File: config.mk
export PLATFORM = sky130hd
export DESIGN_NAME = supercap_energy_health_monitor_core
export DESIGN_NICKNAME = d
export VERILOG_FILES = /design/src/hw/rtl/sehm_pkg.sv /design/src/hw/rtl/sehm_front.sv /design/src/hw/rtl/sehm_back.sv /design/src/hw/rtl/supercap_energy_health_monitor_core.sv
export SDC_FILE = /design/constraint.sdc
export NUM_CORES = 2
export LEC_CHECK = 0
export ABC_AREA = 1
export BUFFER_PORTS_ARGS = -buffer_cell sky130_fd_sc_hd__buf_2
export CAP_MARGIN = 15
export CORE_ASPECT_RATIO = 0.7
export CORE_UTILIZATION = 55
export DETAILED_ROUTE_END_ITERATION = 10
export PLACE_DENSITY = 0.76
export REMOVE_ABC_BUFFERS = 1
export SLEW_MARGIN = 10
export SYNTH_ARGS = -nofsm -noshare
export SYNTH_HDL_FRONTEND = slang
export SYNTH_SLANG_ARGS = --single-unit
File: constraint.sdc
create_clock -name clock -period 9.4 [get_ports clock]
set_input_delay 1.88 -clock clock [delete_from_list [all_inputs] [get_ports clock]]
set_output_delay 1.88 -clock clock [all_outputs]
set_load 0.005 [all_outputs]
File: src/hw/rtl/sehm_pkg.sv
// Shared types and constants for the supercap energy health monitor.
package sehm_pkg;
   localparam int BLOCK_SAMPLES_DEF = 20;
   localparam int BAD_WINDOWS_DEF   = 3;
   localparam int VCAP_MAX_MV_DEF   = 28000;
   localparam int DERATE_MIN_MV_DEF = 20000;

   localparam logic [2:0] REG_ENERGY_GAIN    = 3'd0;
   localparam logic [2:0] REG_ANCHOR_MV      = 3'd1;
   localparam logic [2:0] REG_REARM_MV       = 3'd2;
   localparam logic [2:0] REG_ANCHOR_ENERGY  = 3'd3;
   localparam logic [2:0] REG_WINDOW_MS      = 3'd4;
   localparam logic [2:0] REG_MIN_EGAIN      = 3'd5;
   localparam logic [2:0] REG_MAX_VGAIN      = 3'd6;
   localparam logic [2:0] REG_DERATE_STEP    = 3'd7;

   localparam logic CMD_SAMPLE = 1'b0;
   localparam logic CMD_TICK   = 1'b1;

   typedef struct packed {
      logic        command;
      logic [15:0] vcap_mv;
      logic [15:0] current_ma;
      logic [31:0] now_ms;
   } item_type;

   typedef struct packed {
      logic [31:0] energy_mj;
      logic        anchored;
      logic [15:0] vcap_max_mv;
      logic [7:0]  bad_windows;
      logic [15:0] derate_total;
      logic        unhealthy;
      logic [31:0] window_energy_gain_mj;
      logic [16:0] window_vcap_gain_mv;
   } result_type;
endpackage

File: src/hw/rtl/sehm_front.sv
// Front end: accepts items and holds them in a short queue for the back end.
module sehm_front (
   input  logic                  clock,
   input  logic                  reset,
   input  logic                  in_valid,
   output logic                  in_ready,
   input  sehm_pkg::item_type    in_item,
   output logic                  q_valid,
   input  logic                  q_take,
   output sehm_pkg::item_type    q_item
);
   sehm_pkg::item_type mem_ff [2];
   logic [1:0] cnt_ff, cnt_in;
   logic       wp_ff, rp_ff;
   logic       push, pop;

   assign in_ready = (cnt_ff != 2'd2);
   assign push     = in_valid && in_ready;
   assign q_valid  = (cnt_ff != 2'd0);
   assign pop      = q_take && q_valid;
   assign q_item   = mem_ff[rp_ff];

   always_comb begin
      cnt_in = cnt_ff;
      if (push && !pop) cnt_in = cnt_ff + 2'd1;
      else if (pop && !push) cnt_in = cnt_ff - 2'd1;
   end

   always_ff @(posedge clock) begin
      if (reset) begin
         cnt_ff <= 2'd0;
         wp_ff  <= 1'b0;
         rp_ff  <= 1'b0;
      end else begin
         cnt_ff <= cnt_in;
         if (push) wp_ff <= ~wp_ff;
         if (pop) rp_ff <= ~rp_ff;
      end
      if (push) mem_ff[wp_ff] <= in_item;
   end
endmodule

File: src/hw/rtl/sehm_back.sv
// Back end: multi-cycle sample accumulate and tick energy/health update.
module sehm_back #(
   parameter int BLOCK_SAMPLES = sehm_pkg::BLOCK_SAMPLES_DEF,
   parameter int BAD_WINDOWS   = sehm_pkg::BAD_WINDOWS_DEF,
   parameter int VCAP_MAX_MV   = sehm_pkg::VCAP_MAX_MV_DEF,
   parameter int DERATE_MIN_MV = sehm_pkg::DERATE_MIN_MV_DEF
) (
   input  logic                  clock,
   input  logic                  reset,
   input  logic                  csr_we,
   input  logic [2:0]            csr_addr,
   input  logic [31:0]           csr_wdata,
   input  logic                  q_valid,
   output logic                  q_take,
   input  sehm_pkg::item_type    q_item,
   output logic                  out_valid,
   input  logic                  out_ready,
   output sehm_pkg::result_type  out_res
);
   typedef enum logic [3:0] {
      S_IDLE = 4'b0001, S_MUL = 4'b0010, S_ACC = 4'b0100, S_WIN = 4'b1000
   } state_type;

   localparam logic [7:0]  BLK_LIM = 8'(BLOCK_SAMPLES);
   localparam logic [7:0]  BAD_LIM = 8'(BAD_WINDOWS);
   localparam logic [16:0] VMAX    = 17'(VCAP_MAX_MV);
   localparam logic [16:0] VMIN    = 17'(DERATE_MIN_MV);

   state_type   st_ff, st_in;
   logic [15:0] gain_ff, anc_mv_ff, rearm_ff, win_ms_ff, step_ff;
   logic [30:0] anc_e_ff;
   logic [31:0] min_eg_ff;
   logic [16:0] max_vg_ff;

   sehm_pkg::item_type it_ff;
   logic signed [32:0] vi_ff;
   logic signed [63:0] prod_ff;
   logic [63:0] blk_ff, pend_ff, frac_ff;
   logic [7:0]  bcnt_ff, bad_ff;
   logic [31:0] en_ff, wst_ff, wse_ff, leg_ff;
   logic [16:0] wsv_ff, lvg_ff;
   logic [15:0] maxv_ff, dcnt_ff;
   logic        seen_ff, armed_ff, wval_ff, unh_ff, anch_ff;
   logic        ovalid_ff;

   logic        armed_n, fire;
   logic [63:0] s, mag;
   logic [31:0] en_n, eg;
   logic [16:0] vg, nxt;
   logic [7:0]  bad_n;
   logic        bad;

   assign q_take    = (st_ff == S_IDLE) && q_valid && !ovalid_ff;
   assign out_valid = ovalid_ff;
   assign out_res   = '{en_ff, anch_ff, maxv_ff, bad_ff, dcnt_ff, unh_ff, leg_ff, lvg_ff};

   always_comb begin
      armed_n = armed_ff;
      if (!seen_ff) armed_n = it_ff.vcap_mv < anc_mv_ff;
      else if (!armed_ff && it_ff.vcap_mv <= rearm_ff) armed_n = 1'b1;
      fire = armed_n && (it_ff.vcap_mv >= anc_mv_ff);
      s   = frac_ff + pend_ff;
      mag = 64'd0 - s;
      if (s[63]) en_n = en_ff - mag[63:32];
      else en_n = en_ff + s[63:32];
      eg  = en_ff - wse_ff;
      vg  = {1'b0, it_ff.vcap_mv} - wsv_ff;
      bad = ($signed(eg) >= $signed(min_eg_ff)) && ($signed(vg) < $signed(max_vg_ff));
      bad_n = bad ? ((bad_ff < BAD_LIM) ? bad_ff + 8'd1 : bad_ff) : 8'd0;
      nxt = {1'b0, maxv_ff} - {1'b0, step_ff};
      if ($signed(nxt) <= $signed(VMIN)) nxt = VMIN;
   end

   always_comb begin
      st_in = st_ff;
      case (st_ff)
         S_IDLE: if (q_take) st_in = S_MUL;
         S_MUL:  st_in = S_ACC;
         S_ACC:  st_in = (it_ff.command == sehm_pkg::CMD_TICK) ? S_WIN : S_IDLE;
         S_WIN:  st_in = S_IDLE;
         default: st_in = S_IDLE;
      endcase
   end

   always_ff @(posedge clock) begin
      if (reset) begin
         st_ff <= S_IDLE;
         gain_ff <= 16'd215; anc_mv_ff <= 16'd20000; rearm_ff <= 16'd19000;
         anc_e_ff <= '0; win_ms_ff <= 16'd1000; min_eg_ff <= 32'd100;
         max_vg_ff <= 17'd100; step_ff <= 16'd500;
         blk_ff <= '0; pend_ff <= '0; frac_ff <= '0; bcnt_ff <= '0;
         en_ff <= '0; seen_ff <= 1'b0; armed_ff <= 1'b0; wval_ff <= 1'b0;
         wst_ff <= '0; wse_ff <= '0; wsv_ff <= '0; maxv_ff <= VMAX[15:0];
         bad_ff <= '0; dcnt_ff <= '0; unh_ff <= 1'b0; leg_ff <= '0; lvg_ff <= '0;
         anch_ff <= 1'b0; ovalid_ff <= 1'b0;
      end else begin
         st_ff <= st_in;
         if (out_valid && out_ready) ovalid_ff <= 1'b0;
         if (csr_we) begin
            case (csr_addr)
               sehm_pkg::REG_ENERGY_GAIN:   gain_ff   <= csr_wdata[15:0];
               sehm_pkg::REG_ANCHOR_MV:     anc_mv_ff <= csr_wdata[15:0];
               sehm_pkg::REG_REARM_MV:      rearm_ff  <= csr_wdata[15:0];
               sehm_pkg::REG_ANCHOR_ENERGY: anc_e_ff  <= csr_wdata[30:0];
               sehm_pkg::REG_WINDOW_MS:     win_ms_ff <= csr_wdata[15:0];
               sehm_pkg::REG_MIN_EGAIN:     min_eg_ff <= csr_wdata;
               sehm_pkg::REG_MAX_VGAIN:     max_vg_ff <= csr_wdata[16:0];
               sehm_pkg::REG_DERATE_STEP:   step_ff   <= csr_wdata[15:0];
               default: ;
            endcase
         end
         case (st_ff)
            S_IDLE: ;
            S_MUL: ;
            S_ACC: begin
               if (it_ff.command == sehm_pkg::CMD_SAMPLE) begin
                  if (bcnt_ff + 8'd1 >= BLK_LIM) begin
                     pend_ff <= pend_ff + blk_ff + 64'(prod_ff);
                     blk_ff  <= '0;
                     bcnt_ff <= '0;
                  end else begin
                     blk_ff  <= blk_ff + 64'(prod_ff);
                     bcnt_ff <= bcnt_ff + 8'd1;
                  end
                  anch_ff   <= 1'b0;
                  ovalid_ff <= 1'b1;
               end else begin
                  seen_ff <= 1'b1;
                  anch_ff <= fire;
                  pend_ff <= '0;
                  if (fire) begin
                     blk_ff <= '0; bcnt_ff <= '0; frac_ff <= '0;
                     en_ff <= {1'b0, anc_e_ff};
                     armed_ff <= 1'b0;
                  end else begin
                     armed_ff <= armed_n;
                     en_ff <= en_n;
                     frac_ff <= s[63] ? 64'd0 - {32'd0, mag[31:0]} : {32'd0, s[31:0]};
                  end
               end
            end
            S_WIN: begin
               ovalid_ff <= 1'b1;
               if (anch_ff || !wval_ff) begin
                  wval_ff <= 1'b1; wst_ff <= it_ff.now_ms; wse_ff <= en_ff;
                  wsv_ff <= {1'b0, it_ff.vcap_mv}; bad_ff <= '0;
               end else if ((it_ff.now_ms - wst_ff) >= {16'd0, win_ms_ff}) begin
                  leg_ff <= eg; lvg_ff <= vg;
                  if (bad_n >= BAD_LIM) begin
                     unh_ff <= 1'b1;
                     bad_ff <= '0;
                     if ({1'b0, maxv_ff} > VMIN && nxt < {1'b0, maxv_ff}) begin
                        maxv_ff <= nxt[15:0];
                        if (dcnt_ff != 16'hFFFF) dcnt_ff <= dcnt_ff + 16'd1;
                     end
                  end else bad_ff <= bad_n;
                  wst_ff <= it_ff.now_ms; wse_ff <= en_ff; wsv_ff <= {1'b0, it_ff.vcap_mv};
               end
            end
            default: ;
         endcase
      end
      if (q_take) begin
         it_ff <= q_item;
         vi_ff <= $signed({17'd0, q_item.vcap_mv}) * $signed(q_item.current_ma);
      end
      if (st_ff == S_MUL) prod_ff <= 64'(vi_ff * $signed({17'd0, gain_ff}));
   end
endmodule

File: src/hw/rtl/supercap_energy_health_monitor_core.sv
// Top level of the supercap energy health monitor.
// Usage:
//  req_ channel carries sample items (command 0) and tick items (command 1).
//  rsp_ channel returns one result item per accepted item, in order.
//  csr_ port writes configuration registers 0..7; the user must write them
//  only while the block is idle, which the block itself does not enforce.
// Samples go through S_MUL and S_ACC (ticks also S_WIN) before rsp_tvalid rises;
//  the back end takes the next item only once the result is taken (multiply,
//  multiply-by-gain, accumulate/fold, window check).
// A two-entry queue decouples the req_ side from the back end; when the
//  receiver stalls the result holds in the output register and the queue
//  fills, then req_tready drops.
// Reset clears all sums, flags and counters; max voltage returns to
//  VCAP_MAX_MV and registers return to their reset values.
module supercap_energy_health_monitor_core #(
   parameter int BLOCK_SAMPLES = sehm_pkg::BLOCK_SAMPLES_DEF,
   parameter int BAD_WINDOWS   = sehm_pkg::BAD_WINDOWS_DEF,
   parameter int VCAP_MAX_MV   = sehm_pkg::VCAP_MAX_MV_DEF,
   parameter int DERATE_MIN_MV = sehm_pkg::DERATE_MIN_MV_DEF
) (
   input  logic         clock,
   input  logic         reset,
   input  logic         req_tvalid,
   output logic         req_tready,
   input  logic [63:0]  req_tdata,   // vcap_mv[15:0], current_ma[31:16], now_ms[63:32]
   input  logic         req_tuser,   // command
   output logic         rsp_tvalid,
   input  logic         rsp_tready,
   // energy_mj, anchored, vcap_max_mv, bad_windows, derate_total, unhealthy,
   // window_energy_gain_mj, window_vcap_gain_mv; 32 bits, 1, 16, 8, 16, 1, 32, 17
   output logic [127:0] rsp_tdata,
   input  logic         csr_we,
   input  logic [2:0]   csr_addr,
   input  logic [31:0]  csr_wdata
);
   sehm_pkg::item_type   in_item, q_item;
   sehm_pkg::result_type res;
   logic q_valid, q_take;

   assign in_item = '{req_tuser, req_tdata[15:0], req_tdata[31:16], req_tdata[63:32]};
   assign rsp_tdata = {5'd0, res.window_vcap_gain_mv, res.window_energy_gain_mj,
                       res.unhealthy, res.derate_total, res.bad_windows,
                       res.vcap_max_mv, res.anchored, res.energy_mj};

   sehm_front u_front (
      .clock(clock), .reset(reset), .in_valid(req_tvalid), .in_ready(req_tready),
      .in_item(in_item), .q_valid(q_valid), .q_take(q_take), .q_item(q_item)
   );

   sehm_back #(
      .BLOCK_SAMPLES(BLOCK_SAMPLES), .BAD_WINDOWS(BAD_WINDOWS),
      .VCAP_MAX_MV(VCAP_MAX_MV), .DERATE_MIN_MV(DERATE_MIN_MV)
   ) u_back (
      .clock(clock), .reset(reset), .csr_we(csr_we), .csr_addr(csr_addr),
      .csr_wdata(csr_wdata), .q_valid(q_valid), .q_take(q_take), .q_item(q_item),
      .out_valid(rsp_tvalid), .out_ready(rsp_tready), .out_res(res)
   );

`ifndef ASSERT_OFF
   a_anch_zero: assert property (@(posedge clock) disable iff (reset)
      (rsp_tvalid && rsp_tdata[32]) |-> (rsp_tdata[31:0] == {1'b0, u_back.anc_e_ff}))
      else $error("anchored result without anchor energy");
   a_max_floor: assert property (@(posedge clock) disable iff (reset)
      rsp_tvalid |-> (rsp_tdata[48:33] <= 16'(VCAP_MAX_MV)))
      else $error("max voltage above ceiling");
   a_take_gap: assert property (@(posedge clock) disable iff (reset)
      q_take |=> !q_take)
      else $error("back end took items back to back");
`endif
endmodule
# ---- Word level (Yosys, flattened, before mapping)
# Memory sizes are Yosys's and may differ from the RTL's. A register that Yosys moved wholly into a read port is not among the register bits.
# Cells that the tools add are included.
dict set report classes {
  n_reduce_logical 39
  n_bitwise 3
  eq_ne 15
  mul 2
  add_sub_neg 17
  magnitude_cmp 12
  mux 40
}
# op count
set op_table {}
lappend op_table {{two-way mux 64 bit} 7}
lappend op_table {{adder 64 bit} 4}
lappend op_table {{two-way mux 32 bit} 6}
lappend op_table {{subtractor 32 bit} 3}
lappend op_table {{two-way mux 8 bit} 8}
lappend op_table {{subtractor 1 x 64 -> 64 bit, first input constant} 1}
lappend op_table {{two-way mux 17 bit} 3}
lappend op_table {{multiplier 33 x 17 -> 50 bit} 1}
lappend op_table {{multiplier 17 x 16 -> 33 bit} 1}
lappend op_table {{subtractor 1 x 32 -> 33 bit, first input constant} 1}
lappend op_table {{adder 32 bit} 1}
lappend op_table {{>= comparator 32 x 16 -> 1 bit} 1}
lappend op_table {{>= comparator 32 bit} 1}
lappend op_table {{AND reduction 2 bit} 13}
lappend op_table {{<= comparator 17 x 16 -> 1 bit, second input constant} 1}
lappend op_table {{less-than comparator 17 x 16 -> 1 bit} 1}
lappend op_table {{less-than comparator 17 bit} 1}
lappend op_table {{subtractor 16 x 16 -> 17 bit} 1}
lappend op_table {{subtractor 16 x 17 -> 17 bit} 1}
lappend op_table {{adder 16 x 1 -> 16 bit, second input constant} 1}
lappend op_table {{adder 8 x 1 -> 8 bit, second input constant} 2}
lappend op_table {{>= comparator 16 bit} 1}
lappend op_table {{greater-than comparator 16 x 15 -> 1 bit, second input constant} 1}
lappend op_table {{<= comparator 16 bit} 1}
lappend op_table {{other kinds (30)} 66}
dict set report totals {
  register_bits 722
  word_cells 165
  memories 1
  input_bits 105
  ramBits 130
  output_inout_bits 130
}
# name words width rd rd_ports_with_merged_regs write_ports line_no
set memory_table {}
lappend memory_table {u_front.mem_ff 2 65 1 1 1 sehm_front.sv:12} ;# sehm_pkg::item_type mem_ff [2];

# ---- Depth between registers and ports, before layout
dict set report depth {
  depth_word 8
  depth_mapped 40
  ltp_nobuf 40
}

# ---- Cells and area by module
# A second synthesis with hierarchy kept.
dict set report unflattened {
  cells_unflattened 10870
  hier_area_um2 82036.2
}
# mod area_each_um2 seq_area_each_um2 cells_per_inst instances
set modules_own_cells {}
lappend modules_own_cells {sehm_back 76860.0 14774.2 10625 1}
lappend modules_own_cells {sehm_front 5134.9 4003.8 239 1}
lappend modules_own_cells {supercap_energy_health_monitor_core 41.3 0.0 6 1}

# ---- Worst setup path before layout
# Ideal clock, no wire load.
dict set report synth_path {
  kind {flip-flop to flip-flop}
  startpoint {register with a tool-made name}
  endpoint {register u_back.vi_ff[29] (data pin)}
  required_ns 9.138
  period_less_slack_ns 6.745
  stages_incl_launch_ff 28
  setup_ns 0.262
  arrival_ns 6.482
  n_path_buf 3
  slack_ns 2.655
  cell_sequence {dfxtp_1 > clkbuf_1 > clkbuf_1 > buf_1 > o21ai_1 > inv_1 > nand2_1 > fa_1 > inv_1 > fa_1 > inv_1 > fa_1 > fa_1 > inv_1 > fa_1 > inv_1 > fa_1 > inv_1 > ha_1 > nand2_1 > inv_1 > a21boi_0 > o21ai_0 > a21oi_1 > o21bai_1 > a21boi_0 > o21bai_1 > xor2_1}
}
# element line_no
set synth_lines {}
lappend synth_lines {{end signal: assignment} sehm_back.sv:165} ;# vi_ff <= $signed({17'd0, q_item.vcap_mv}) * $signed(q_item.current_ma);
lappend synth_lines {{end: declaration} sehm_back.sv:36} ;# logic signed [32:0] vi_ff;

==> results by group <==
Setup path
  • Startpoint types: flop
  • Data arrival, critical path: 8260 ps
  • CP Capture Type: flop
  • WS Path Type: flop to flop
  • CP Data Required Time: between 9000 and 10,000 ps
  • Crit path max fanout: 52

Timing
  • Endpoints failing setup: 0
  • Post-route minimum period: 7750 ps
  • Actual slew at the worst max-slew pin: between 1000 and 1500 ps
  • Final Skew: around 80 ps
  • Slew HR: 0.230
  • Setup TNS Final: 0 ps
  • RSZ-0062 raised after global routing: false
  • Final hold violations: 0
  • F_max: 129 MHz
  • Pins Over Slew Limit: 0
  • Hold_ws: 454 ps
  • Tcrit/Tclk final: 0.825

CTS
  • TritonCTS clock tree: done
  • Worst-Skew Late Latency: 760 ps
  • Root buf cell: clkbuf_16
  • CTS sink cnt: about 810
  • Post-CTS Setup Bufs: 0
  • Reg clk slew, reported paths: 70 ps
  • Hold buffer count at CTS: 0
  • CTS resizes: 0
  • Cts bufs inserted: 86
  • H-tree depth: 3
  • Max clock buf depth: 3

Logic synthesis
  • Synth cell types: 66
  • Post-synth EDFFs: 262
  • Seq/Total Area, Yosys: 0.227
  • Synthesized area: between 80,000 and 90,000 sq um
  • YS warnings: 0
  • Predominant post-synthesis flop cell: dfxtp_1
  • Gate Count Post-Synth: ~11,000
  • Post-synth ARST share: 0
  • Avg Inst Size Synth: between 7 and 8 sq um
  • Yosys reg bits: approximately 810

Placement
  • DP Wirelength: about 210,000 um
  • RePlAce Congestion: 0.985
  • Port-buffer cells: ~230

Finish
  • Most common cell after layout, fill and taps aside: nand2_1
  • Fillers: roughly 14,000
  • Commonest cells after routing, fill and taps aside: nand2_1, inv_1, a21oi_1, nor2_1, fa_1
  • Area Growth Syn to Fin: 7.17%
  • Share of cells above drive strength 1: 0.0577
  • Nets: between 10,000 and 15,000

Die
  • Row count: approximately 120
  • Die X: about 470 um
  • Core area: 149,000 sq um
  • I/O pin total: ~240
  • Chip Height: 326 um
  • Die area: between 150,000 and 200,000 sq um
  • Initial Util: 0.557

Drt
  • Initial DRC Count: about 8,000
  • Final ANT Viol Nets: 0
  • Residual DRC count: 0
  • Total number of vias: about 75,000
  • Highest routed layer: met5
  • Via-to-Cell Ratio: 5.63
  • Wirelength per Cell: approximately 20 um
  • Routed wl met2: approximately 110,000 um
  • Post-Route WL: between 200,000 and 300,000 um
  • Pre-Repair DR Iteration Count: 8
  • WL met1: around 120,000 um
  • Met3 wire len: around 27,000 um

Run
  • Max Cap Viol: 0

Global route
  • Total grt overflow: 0
  • Number of global-route vias before repair: a little over 70,000
  • First-pass GRT wire length: around 410,000 um
  • Initial antenna violation count: 16
  • Largest net degree at the start of global routing: 161
  • Total track usage: 0.341

Run status
  • Status: finished, final reports clean

Worst hold path
  • Worst Hold Class: flop to flop
-- layout make-up --
| class | instances | area (sq um) | share of cell area |
|---|---|---|---|
| tap | 1980 | 2480 | 0.0279 |
| clock inverter | 51 | 729 | 0.00823 |
| antenna | 7 | 17.5 | 0.000198 |
| clock buffer | 110 | 2420 | 0.0273 |
| multi-input combinational | 7875 | 54500 | 0.615 |
| inverter | 2171 | 8160 | 0.0920 |
| sequential | 807 | 18800 | 0.212 |
| timing repair buffer | 285 | 1580 | 0.0178 |
-- Yosys cell counts, drive strengths merged, types with 9 or more instances --
| master | instances | area (sq um) |
|---|---|---|
| inv | 2165 | 8130 |
| o211ai | 52 | 390 |
| xor2 | 191 | 1670 |
| a31oi | 97 | 607 |
| nand3b | 36 | 270 |
| o21a | 34 | 255 |
| o21bai | 28 | 210 |
| o21ai | 628 | 3150 |
| edfxtp | 262 | 7870 |
| nor2 | 979 | 3930 |
| xnor2 | 97 | 850 |
| buf | 41 | 221 |
| a21o | 19 | 143 |
| nand3 | 300 | 1590 |
| a221oi | 18 | 158 |
| nand4 | 94 | 588 |
| or2 | 16 | 100 |
| nor4 | 17 | 106 |
| a21boi | 30 | 233 |
| fa | 768 | 15400 |
| ha | 673 | 8420 |
| nor3 | 83 | 437 |
| clkbuf | 301 | 1130 |
| mux2 | 33 | 372 |
| o2111ai | 9 | 78.8 |
| dfxtp | 545 | 10900 |
| a21oi | 1007 | 5070 |
| a211oi | 15 | 113 |
| o221ai | 13 | 114 |
| nand2 | 2597 | 9910 |
-- cell families (layout without fill, tap and decap cells) --
logic type               Yosys count  count (layout)  synth area share
multiplexers                      36              36           0.00486
buffers and inverters           2513            2617             0.115
adder cells (fa/ha/maj)         1441            1441             0.288
AO/OA/AOI/OAI                   1972            1972             0.129
other                              1              12         0.0000453
XOR/XNOR                         288             288            0.0305
flip-flops                       807             807             0.227
AND/OR/NAND/NOR                 4133            4133             0.206
-- stage by stage --
step / setup WS [ps] / cells / util / area [sq um]
6_report: 1650 / 13300 / 0.597 / 88600
5_1_grt: 1320 / 13300 / 0.597 / 88600
4_1_cts: 1860 / 13300 / 0.597 / 88600
3_5_place_dp: 1850 / 13100 / 0.575 / 85500
3_3_place_gp: 2040 / 13100 / 0.575 / 85500
2_1_floorplan: 1180 / 10900 / - / 81400
-- registers in the layout, indices dropped and copies added (netlist names), 33 cells and up, named ones only --
register / cells
u_back.pend_ff: 64
u_back.prod_ff: 50
u_back.vi_ff: 33
u_back.blk_ff: 64
u_back.it_ff: 49
u_front.mem_ff: 130
u_back.frac_ff: 33
-- metal layers --
layer	up-vias	track usage
li1	35400	-
met1	35600	0.514
met2	3426	0.497
met3	402	0.0673
met4	6	0.0857
met5	-	0
-- critical path: stages (launching register included) --
cell and delay (ps):
dfxtp_4 660, o21ai_0 400, inv_1 550, nand2_1 180, fa_1 550, inv_1 50, fa_1 540, inv_1 50
fa_1 490, fa_1 560, inv_1 50, fa_1 470, inv_1 50, fa_1 480, inv_1 50, ha_1 330
nand2_1 100, inv_1 40, a21boi_0 490, o21ai_0 310, a21oi_1 340, o21bai_1 160, a21boi_0 320, o21bai_1 120
xor2_1 150
-- final timing paths --
kind	startpoint	to	slack (ps)	cells past startpoint
max	flop	u_back.vi_ff[29]	1650	24
min	u_back.unh_ff	u_back.unh_ff	450	2
min reg2reg	u_back.unh_ff	u_back.unh_ff	450	2
max reg2reg	flop	u_back.vi_ff[29]	1650	24
Power is left out: the tool's default activity adds up to more than one toggle a clock period on the data nets, which glitch-free logic cannot reach.
